<file path="src/rtl/core/lsc_pkg.sv">
// Shared constants, types and controller/datapath interface structs for the
// sector cache. No dependencies.

package lsc_pkg;

    localparam int LINES     = 8;
    localparam int DATA_BITS = 64;

    localparam int LINE_W = $clog2(LINES);
    localparam int CNT_W  = $clog2(LINES + 1);

    localparam int KEY_W       = 16;
    localparam int IO_DATA_W   = 64;
    localparam int LINE_OUT_W  = 6;
    localparam int CFG_W       = 7;
    localparam int APB_DATA_W  = 32;
    localparam int APB_ADDR_W  = 3;

    localparam logic [CFG_W-1:0] LINES_IN_USE_RESET = 7'd8;

    // register indexes, taken from paddr[2]
    localparam logic REG_LINES_IN_USE = 1'b0;

    localparam logic REQ_GET = 1'b0;
    localparam logic REQ_PUT = 1'b1;

    typedef enum logic [2:0] {
        ST_IDLE,
        ST_MATCH,
        ST_DECIDE,
        ST_SCAN,
        ST_COMMIT
    } t_state;

    typedef struct packed {
        logic capture;
        logic match;
        logic decide;
        logic scan_step;
        logic commit;
    } t_cmd;

    typedef struct packed {
        logic hit_any;
        logic free_any;
        logic is_put;
        logic single_line;
        logic scan_last;
    } t_sts;

endpackage

</file>
<file path="src/rtl/core/lsc_ctrl.sv">
// Request sequencer for the sector cache: state machine, input stall and
// output valid. Depends on lsc_pkg.

module lsc_ctrl
    import lsc_pkg::*;
(
    input  logic i_clk,
    input  logic i_rst_n,
    input  logic i_in_valid,
    output logic o_in_stall,
    output logic o_out_valid,
    input  logic i_out_stall,
    input  t_sts i_sts,
    output t_cmd o_cmd
);

    t_state r_state;
    t_state n_state;
    logic   r_out_valid;
    logic   n_out_valid;
    logic   w_out_free;

    assign w_out_free  = !r_out_valid || !i_out_stall;
    assign o_out_valid = r_out_valid;

    always_comb begin
        n_state = r_state;
        unique case (r_state)
            ST_IDLE: begin
                if (i_in_valid) begin
                    n_state = ST_MATCH;
                end
            end
            ST_MATCH: begin
                n_state = ST_DECIDE;
            end
            ST_DECIDE: begin
                if (i_sts.hit_any || !i_sts.is_put || i_sts.free_any || i_sts.single_line) begin
                    n_state = ST_COMMIT;
                end else begin
                    n_state = ST_SCAN;
                end
            end
            ST_SCAN: begin
                if (i_sts.scan_last) begin
                    n_state = ST_COMMIT;
                end
            end
            ST_COMMIT: begin
                if (w_out_free) begin
                    n_state = ST_IDLE;
                end
            end
            default: begin
                n_state = ST_IDLE;
            end
        endcase
    end

    always_comb begin
        o_cmd       = '0;
        o_in_stall  = 1'b1;
        n_out_valid = r_out_valid && i_out_stall;
        unique case (r_state)
            ST_IDLE: begin
                o_in_stall    = 1'b0;
                o_cmd.capture = i_in_valid;
            end
            ST_MATCH: begin
                o_cmd.match = 1'b1;
            end
            ST_DECIDE: begin
                o_cmd.decide = 1'b1;
            end
            ST_SCAN: begin
                o_cmd.scan_step = 1'b1;
            end
            ST_COMMIT: begin
                o_cmd.commit = w_out_free;
                if (w_out_free) begin
                    n_out_valid = 1'b1;
                end
            end
            default: begin
                o_cmd = '0;
            end
        endcase
    end

    always_ff @(posedge i_clk) begin
        if (!i_rst_n) begin
            r_state     <= ST_IDLE;
            r_out_valid <= 1'b0;
        end else begin
            r_state     <= n_state;
            r_out_valid <= n_out_valid;
        end
    end

endmodule

</file>
<file path="src/rtl/core/lsc_dpath.sv">
// Sector cache datapath: line storage, tag match, free/victim selection,
// recency ranks and the result register. Depends on lsc_pkg.

module lsc_dpath
    import lsc_pkg::*;
(
    input  logic                  i_clk,
    input  logic                  i_rst_n,
    input  t_cmd                  i_cmd,
    output t_sts                  o_sts,
    input  logic [CFG_W-1:0]      i_lines_in_use,
    input  logic                  i_req_type,
    input  logic [KEY_W-1:0]      i_track,
    input  logic [KEY_W-1:0]      i_sector,
    input  logic [IO_DATA_W-1:0]  i_put_data,
    output logic                  o_hit,
    output logic [IO_DATA_W-1:0]  o_read_data,
    output logic [LINE_OUT_W-1:0] o_line_used,
    output logic                  o_evicted
);

    localparam logic [LINE_W-1:0] RANK_MAX = LINE_W'(LINES - 1);
    localparam logic [LINE_W:0]   RANK_NONE = (LINE_W + 1)'(LINES);

    // lowest set bit of a line vector
    function automatic logic [LINE_W-1:0] first_set(input logic [LINES-1:0] v);
        logic [LINE_W-1:0] idx;
        idx = '0;
        for (int i = LINES - 1; i >= 0; i--) begin
            if (v[i]) begin
                idx = LINE_W'(i);
            end
        end
        return idx;
    endfunction

    logic                 r_req_put;
    logic [KEY_W-1:0]     r_req_track;
    logic [KEY_W-1:0]     r_req_sector;
    logic [DATA_BITS-1:0] r_req_data;

    logic [LINES-1:0]     r_valid;
    logic [KEY_W-1:0]     r_tag_track  [LINES];
    logic [KEY_W-1:0]     r_tag_sector [LINES];
    logic [DATA_BITS-1:0] r_data       [LINES];
    logic [LINE_W-1:0]    r_rank       [LINES];

    logic [LINES-1:0]     r_match;
    logic [LINES-1:0]     r_free;
    logic                 r_hit;
    logic [LINE_W-1:0]    r_hit_idx;
    logic                 r_free_any;
    logic [LINE_W-1:0]    r_free_idx;
    logic [LINE_W-1:0]    r_best_idx;
    logic [LINE_W-1:0]    r_best_rank;
    logic [LINE_W-1:0]    r_scan_idx;

    logic                  r_o_hit;
    logic [IO_DATA_W-1:0]  r_o_read_data;
    logic [LINE_OUT_W-1:0] r_o_line_used;
    logic                  r_o_evicted;

    logic [CNT_W-1:0]  w_n;
    logic [LINES-1:0]  w_in_use;
    logic              w_evict;
    logic              w_get_miss;
    logic [LINE_W-1:0] w_used;
    logic [LINE_W:0]   w_old_rank;

    // zero lines acts as one, anything beyond the built count as all of them
    always_comb begin
        priority if (i_lines_in_use == '0) begin
            w_n = CNT_W'(1);
        end else if (i_lines_in_use > CFG_W'(LINES)) begin
            w_n = CNT_W'(LINES);
        end else begin
            w_n = CNT_W'(i_lines_in_use);
        end
    end

    always_comb begin
        for (int j = 0; j < LINES; j++) begin
            w_in_use[j] = CNT_W'(j) < w_n;
        end
    end

    assign w_evict    = r_req_put && !r_hit && !r_free_any;
    assign w_get_miss = !r_req_put && !r_hit;
    assign w_used     = r_hit ? r_hit_idx : (r_free_any ? r_free_idx : r_best_idx);
    assign w_old_rank = (r_hit || w_evict) ? {1'b0, r_rank[w_used]} : RANK_NONE;

    assign o_sts.hit_any     = |r_match;
    assign o_sts.free_any    = |r_free;
    assign o_sts.is_put      = r_req_put;
    assign o_sts.single_line = w_n == CNT_W'(1);
    assign o_sts.scan_last   = r_scan_idx == LINE_W'(w_n - CNT_W'(1));

    // request and search registers
    always_ff @(posedge i_clk) begin
        if (i_cmd.capture) begin
            r_req_put    <= i_req_type;
            r_req_track  <= i_track;
            r_req_sector <= i_sector;
            r_req_data   <= i_put_data[DATA_BITS-1:0];
        end
        if (i_cmd.match) begin
            for (int j = 0; j < LINES; j++) begin
                r_match[j] <= r_valid[j] && w_in_use[j] && r_tag_track[j] == r_req_track
                              && r_tag_sector[j] == r_req_sector;
                r_free[j]  <= !r_valid[j] && w_in_use[j];
            end
        end
        if (i_cmd.decide) begin
            r_hit       <= |r_match;
            r_hit_idx   <= first_set(r_match);
            r_free_any  <= |r_free;
            r_free_idx  <= first_set(r_free);
            r_best_idx  <= '0;
            r_best_rank <= r_rank[0];
            r_scan_idx  <= LINE_W'(1);
        end
        // victim scan: one rank per cycle, strict compare keeps the lowest index
        if (i_cmd.scan_step) begin
            if (r_rank[r_scan_idx] > r_best_rank) begin
                r_best_idx  <= r_scan_idx;
                r_best_rank <= r_rank[r_scan_idx];
            end
            r_scan_idx <= r_scan_idx + LINE_W'(1);
        end
    end

    // line contents and result payload
    always_ff @(posedge i_clk) begin
        if (i_cmd.commit) begin
            if (r_req_put) begin
                r_data[w_used] <= r_req_data;
                if (!r_hit) begin
                    r_tag_track[w_used]  <= r_req_track;
                    r_tag_sector[w_used] <= r_req_sector;
                end
            end
            r_o_hit       <= r_hit;
            r_o_read_data <= (r_hit && !r_req_put) ? IO_DATA_W'(r_data[w_used]) : '0;
            r_o_line_used <= w_get_miss ? '0 : LINE_OUT_W'(w_used);
            r_o_evicted   <= w_evict;
        end
    end

    // valid bits and recency ranks
    always_ff @(posedge i_clk) begin
        if (!i_rst_n) begin
            r_valid <= '0;
            for (int j = 0; j < LINES; j++) begin
                r_rank[j] <= '0;
            end
        end else if (i_cmd.commit && !w_get_miss) begin
            for (int j = 0; j < LINES; j++) begin
                if (LINE_W'(j) == w_used) begin
                    r_rank[j] <= '0;
                end else if (r_valid[j] && {1'b0, r_rank[j]} < w_old_rank
                             && r_rank[j] < RANK_MAX) begin
                    r_rank[j] <= r_rank[j] + LINE_W'(1);
                end
            end
            if (r_req_put) begin
                r_valid[w_used] <= 1'b1;
            end
        end
    end

    assign o_hit       = r_o_hit;
    assign o_read_data = r_o_read_data;
    assign o_line_used = r_o_line_used;
    assign o_evicted   = r_o_evicted;

    a_fill_is_free: assert property (@(posedge i_clk) disable iff (!i_rst_n)
        i_cmd.commit && r_req_put && !r_hit && r_free_any |-> !r_valid[w_used])
        else $error("fill targets a valid line");

    a_put_valid: assert property (@(posedge i_clk) disable iff (!i_rst_n)
        i_cmd.commit && r_req_put |=> r_valid[$past(w_used)])
        else $error("put left its line invalid");

    a_touch_rank: assert property (@(posedge i_clk) disable iff (!i_rst_n)
        i_cmd.commit && !w_get_miss |=> r_rank[$past(w_used)] == '0)
        else $error("touched line is not most recent");

    a_used_in_range: assert property (@(posedge i_clk) disable iff (!i_rst_n)
        i_cmd.commit && !w_get_miss |-> CNT_W'(w_used) < w_n)
        else $error("line used lies beyond lines in use");

endmodule

</file>
<file path="src/rtl/core/lru_sector_cache.sv">
// Top level of the LRU sector cache: configuration register, sequencer and
// datapath. Depends on lsc_pkg, lsc_ctrl and lsc_dpath.
//
//   port group   direction  handshake               payload
//   request      in         i_in_valid/o_in_stall   i_req_type i_track i_sector i_put_data
//   result       out        o_out_valid/i_out_stall o_hit o_read_data o_line_used o_evicted
//   config       in         psel/penable/pwrite     paddr pwdata prdata (pready tied high)
//
// A request goes through match, decide and commit from one transfer to the next transfer.
// A put that must replace a line also scans n lines, n being lines_in_use clamped to 1..8:
// the victim search reads one recency rank per cycle. A stalled result holds the commit
// step until it can load.
// Reset (synchronous) clears all valid bits and ranks at once and sets lines_in_use to 8.

module lru_sector_cache
    import lsc_pkg::*;
(
    input  logic                  i_clk,
    input  logic                  i_rst_n,
    input  logic                  i_in_valid,
    output logic                  o_in_stall,
    input  logic                  i_req_type,
    input  logic [KEY_W-1:0]      i_track,
    input  logic [KEY_W-1:0]      i_sector,
    input  logic [IO_DATA_W-1:0]  i_put_data,
    output logic                  o_out_valid,
    input  logic                  i_out_stall,
    output logic                  o_hit,
    output logic [IO_DATA_W-1:0]  o_read_data,
    output logic [LINE_OUT_W-1:0] o_line_used,
    output logic                  o_evicted,
    input  logic                  psel,
    input  logic                  penable,
    input  logic                  pwrite,
    input  logic [APB_ADDR_W-1:0] paddr,
    input  logic [APB_DATA_W-1:0] pwdata,
    output logic [APB_DATA_W-1:0] prdata,
    output logic                  pready
);

    logic [CFG_W-1:0] r_lines_in_use;
    logic             w_cfg_write;
    t_cmd             w_cmd;
    t_sts             w_sts;

    assign pready      = 1'b1;
    assign w_cfg_write = psel && penable && pwrite;

    always_ff @(posedge i_clk) begin
        if (!i_rst_n) begin
            r_lines_in_use <= LINES_IN_USE_RESET;
        end else if (w_cfg_write && paddr[2] == REG_LINES_IN_USE) begin
            r_lines_in_use <= pwdata[CFG_W-1:0];
        end
    end

    assign prdata = (paddr[2] == REG_LINES_IN_USE) ? APB_DATA_W'(r_lines_in_use) : '0;

    lsc_ctrl u_ctrl (
        .i_clk       (i_clk),
        .i_rst_n     (i_rst_n),
        .i_in_valid  (i_in_valid),
        .o_in_stall  (o_in_stall),
        .o_out_valid (o_out_valid),
        .i_out_stall (i_out_stall),
        .i_sts       (w_sts),
        .o_cmd       (w_cmd)
    );

    lsc_dpath u_dpath (
        .i_clk          (i_clk),
        .i_rst_n        (i_rst_n),
        .i_cmd          (w_cmd),
        .o_sts          (w_sts),
        .i_lines_in_use (r_lines_in_use),
        .i_req_type     (i_req_type),
        .i_track        (i_track),
        .i_sector       (i_sector),
        .i_put_data     (i_put_data),
        .o_hit          (o_hit),
        .o_read_data    (o_read_data),
        .o_line_used    (o_line_used),
        .o_evicted      (o_evicted)
    );

endmodule
</file>
<file path="config.mk">
export PLATFORM = sky130hd
export DESIGN_NAME = lru_sector_cache
export DESIGN_NICKNAME = d
export VERILOG_FILES = /design/src/rtl/core/lsc_pkg.sv /design/src/rtl/core/lsc_ctrl.sv /design/src/rtl/core/lsc_dpath.sv /design/src/rtl/core/lru_sector_cache.sv
export SDC_FILE = /design/constraint.sdc
export NUM_CORES = 1
export LEC_CHECK = 0
export BUFFER_PORTS_ARGS = -buffer_cell sky130_fd_sc_hd__buf_2
export CAP_MARGIN = 5
export CORE_UTILIZATION = 40
export CTS_CLUSTER_DIAMETER = 150
export DETAILED_ROUTE_END_ITERATION = 12
export PLACE_DENSITY = 0.66
export REMOVE_ABC_BUFFERS = 1
export SLEW_MARGIN = 5
export SYNTH_ARGS = -nofsm -noshare
export SYNTH_HDL_FRONTEND = slang
export SYNTH_SLANG_ARGS = --single-unit
</file>
<file path="constraint.sdc">
create_clock -name i_clk -period 8.6 [get_ports i_clk]
set_input_delay 1.29 -clock i_clk [delete_from_list [all_inputs] [get_ports i_clk]]
set_output_delay 1.29 -clock i_clk [all_outputs]
set_load 0.05 [all_outputs]
</file>
==> impl_metrics.yaml <==
sta:
  drv_slew: 0
  fin_ws_ns: 4.317
  worstMarginPinSlew_ns: 1.168
  period_share_pct: 49.80
  hold_viol_final: 0
  rsz0062_at_grt: "false"
  min_period_ns: 4.283
  max_slew_margin_pct: 22.14
  fin_worst_skew_ns: 0.04068
  setup_viol: 0
  clock.fmax_mhz: 233.5
worst_setup_path:
  crit_top_cell: "nand2_1"
  worst_setup_path_start_kind: "flip-flop"
  r2r_cells: 13
  timing.rr.end: "u_dpath.r_rank[5][0]$_SDFFCE_PN0P_"
  crit_buf_inv: 3
  cp-startpoint: "u_dpath.r_hit$_DFFE_PP_"
  critPathRequiredTime_ns: 8.95
  crit_family: "buffers and inverters"
  cp_slowest_cell: "buf_4"
  worstPathArrival_ns: 4.63
  r2r_slack_ns: 4.32
  criticalPathCategory: "reg2reg"
  crit_chain: "buf_4 -> inv_1 -> a21oi_4 -> buf_4 -> mux4_2 -> nand2_1 -> nand2_1 -> nand2_1 -> ha_1 -> o21a_1 -> o21ai_0 -> a21oi_1 -> o221ai_1"
  cp_max_fo: 73
  setup.worst_path.end_class: "flip-flop"
  r2r_start: "u_dpath.r_hit$_DFFE_PP_"
  critical-path-max-stage-delay_ns: 0.86
layout:
  final_nets: 2654
  area_delta_synth_final_pct: 15.06
  fin_util_pct: 46.39
  fill_cells: 8332
  drive_gt1_share_pct: 24.07
  mostFrequentLayoutCells: "985 x edfxtp_1, 189 x buf_2, 176 x xnor2_1"
  final_common_cell: "edfxtp_1"
clock_network:
  postCtsSetupBuffers: 0
  clock_path_buffers: 3
  tritoncts: "yes"
  holdBufCountCts: 0
  cts_resized: 0
  root_buffer: "clkbuf_16"
  clock-sinks: 1013
  cts_buffers: 104
  clk_pin_slew_ns: 0.06
  clock_latency_ns: 0.68
  h-tree-depth: 3
routing:
  wl_per_cell_microns: 23.25
  dr_total_vias: 20640
  drc: 0
  drt-pass1-iter-count: 5
  wirelength_microns: 90020
  vias_per_cell: 5.330
  drtAntennaViolNets: 0
  drt_iter0_drc: 1904
global_routing:
  grt_antenna_before_repair: 3
  track_usage_pct: 17.66
  grt_max_degree: 74
  grt_pass1_wl_microns: 134400
  overflow: 0
  grt_pass1_vias: 21240
synthesis:
  ys_seq_area_share_pct: 74.75
  synth_top_family_by_area: "multiplexers"
  synthSimpleGateAreaFrac_pct: 4.984
  async_reset_ff_share_pct: 0
  synth_compound_area_share_pct: 3.268
  ys_ff_latch: 1013
  synth_cell_types: 84
  synthCells: 2221
  synth_ff_type: "edfxtp_1"
  synth_warnings: 0
  yosysTopAreaCell: "edfxtp_1"
  synth-edff-count: 985
  synth_mux_area_share_pct: 8.227
  synthTopCellsByArea: "edfxtp_1 73%, mux4_2 7.7%, xnor2_1 3.8%"
  synth_xor_area_share_pct: 5.605
  synth_top_area_share_pct: 73.36
  syn-cell-area_sq_mm: 0.04032
  synthAdderAreaFrac_pct: 0.9310
  syn_area_per_cell_sq_um: 18.15
floorplanning:
  die_w_microns: 319.5
  die_y_microns: 319.5
  die-area_sq_mm: 0.1021
  rows: 116
  core_area_sq_mm: 0.1000
  num_io_pins: 246
  initial_core_util_pct: 40.32
hold_path:
  hold_class: "reg2reg"
  min_to: "u_dpath.r_best_idx[2]$_DFF_P_"
  hp-start: "u_dpath.r_best_idx[2]$_DFF_P_"
  whs_path_depth: 2
pwr:
  p_leak_nw: 15.17
  p_per_area_mw_per_mm2: 228.1
  p_total_w: 0.01058
  peakVddDrop_mv: 0.2242
job:
  maxCapViolCount: 0
place:
  gp_congestion: 0.8360
  hpwlAfterDp_microns: 50940
  portBuffers: 189
  pre_cts_slack_ns: 3.918
outcome:
  run_status: "finished clean"
## flip-flops by register name, indices dropped and copies added, names as in the netlist, 3 cells and up, named ones only
register,count
u_dpath.r_hit_idx,3
u_dpath.r_best_idx,3
u_dpath.r_best_rank,3
u_dpath.r_tag_sector,128
u_dpath.r_valid,8
u_dpath.r_tag_track,128
u_dpath.r_req_data,64
u_dpath.r_free_idx,3
u_ctrl.r_state,3
u_dpath.r_scan_idx,3
u_dpath.r_match,8
u_dpath.r_rank,24
u_dpath.r_free,8
u_dpath.o_line_used,3
u_dpath.r_data,512
u_dpath.r_req_sector,16
r_lines_in_use,7
u_dpath.r_req_track,16
u_dpath.o_read_data,64
## tightest hold or removal path, cell delays in order, from the launching register on
cell	delay, ns
dfxtp_1	0.33
nand2_1	0.06
o21ai_0	0.06
## worst max path at each step
stage                                         endpoint  slack (ns)  cells past startpoint
floorplan               u_dpath.r_data[1][0]$_DFFE_PP_       -2.82                      3
global placement       u_dpath.r_data[1][31]$_DFFE_PP_        3.97                      7
detailed placement     u_dpath.r_data[3][16]$_DFFE_PP_        3.92                      7
CTS                    u_dpath.r_data[3][35]$_DFFE_PP_        4.20                      7
global route        u_dpath.r_rank[5][2]$_SDFFCE_PN0P_        4.02                     13
finish              u_dpath.r_rank[5][0]$_SDFFCE_PN0P_        4.32                     13
## synth_stat cells, drive strengths merged (4+ instances only)
| cell | number |
|---|---|
| a211oi | 5 |
| a21boi | 4 |
| a21o | 4 |
| a21oi | 93 |
| a31oi | 6 |
| and3 | 10 |
| buf | 74 |
| clkbuf | 56 |
| dfxtp | 28 |
| edfxtp | 985 |
| ha | 30 |
| inv | 35 |
| mux2 | 4 |
| mux2i | 14 |
| mux4 | 138 |
| nand2 | 175 |
| nand2b | 5 |
| nand3 | 21 |
| nand4 | 47 |
| nor2 | 42 |
| nor2b | 15 |
| nor3 | 31 |
| nor3b | 8 |
| nor4 | 35 |
| o2111ai | 6 |
| o211ai | 9 |
| o21a | 12 |
| o21ai | 20 |
| o221ai | 7 |
| o22ai | 4 |
| o31ai | 4 |
| xnor2 | 176 |
| xor2 | 82 |
## per-layer routing
layer | global-route usage, % | share of wire (%) | up-vias
li1 | - | - | 9133
met1 | 23.04 | 42 | 10690
met4 | 4.872 | 2.1 | 4
met3 | 3.198 | 5.9 | 127
met2 | 30.24 | 50 | 685
met5 | 0 | 0.023 | -
## stage by stage
stage               hold slack (ns)  area, sq um  setup TNS, ns  instances
floorplan                    0.4471        39660       -1019.91       2118
global placement             0.4666        42920              0       3677
detailed placement           0.4750        42920              0       3677
CTS                          0.4828        46380              0       3870
global route                 0.5034        46380              0       3870
finish                       0.4912        46390              0       3872
## cell type report
cell class | instances | area [sq um] | share of cell area (%)
antenna | 2 | 5.005 | 0.01079
clock buffer | 118 | 2655 | 5.723
timing repair buffer | 261 | 1486 | 3.204
inverter | 35 | 131.4 | 0.2832
multi-input combinational | 1070 | 9543 | 20.57
tap | 1298 | 1624 | 3.501
clock inverter | 75 | 805.8 | 1.737
sequential | 1013 | 30140 | 64.97
## power by group
| part | switching [W] | leakage [nW] | internal (W) |
|---|---|---|---|
| Combinational | 0.000345 | 4.31 | 0.000141 |
| Sequential | 0.0000773 | 9.19 | 0.00553 |
| Clock | 0.00193 | 1.67 | 0.00255 |
## cells by family (layout without fill, tap and decap cells)
logic type                 after synthesis  after routing
AOI/OAI and AO/OA                      193            193
xor gates and xnor gates               258            258
adders and majority gates               30             30
buffers and inverters                  165            489
DFF                                   1013           1013
muxes                                  156            156
other                                    2             31
and+or+nand+nor                        404            404
(Power assumes the default switching activity.)
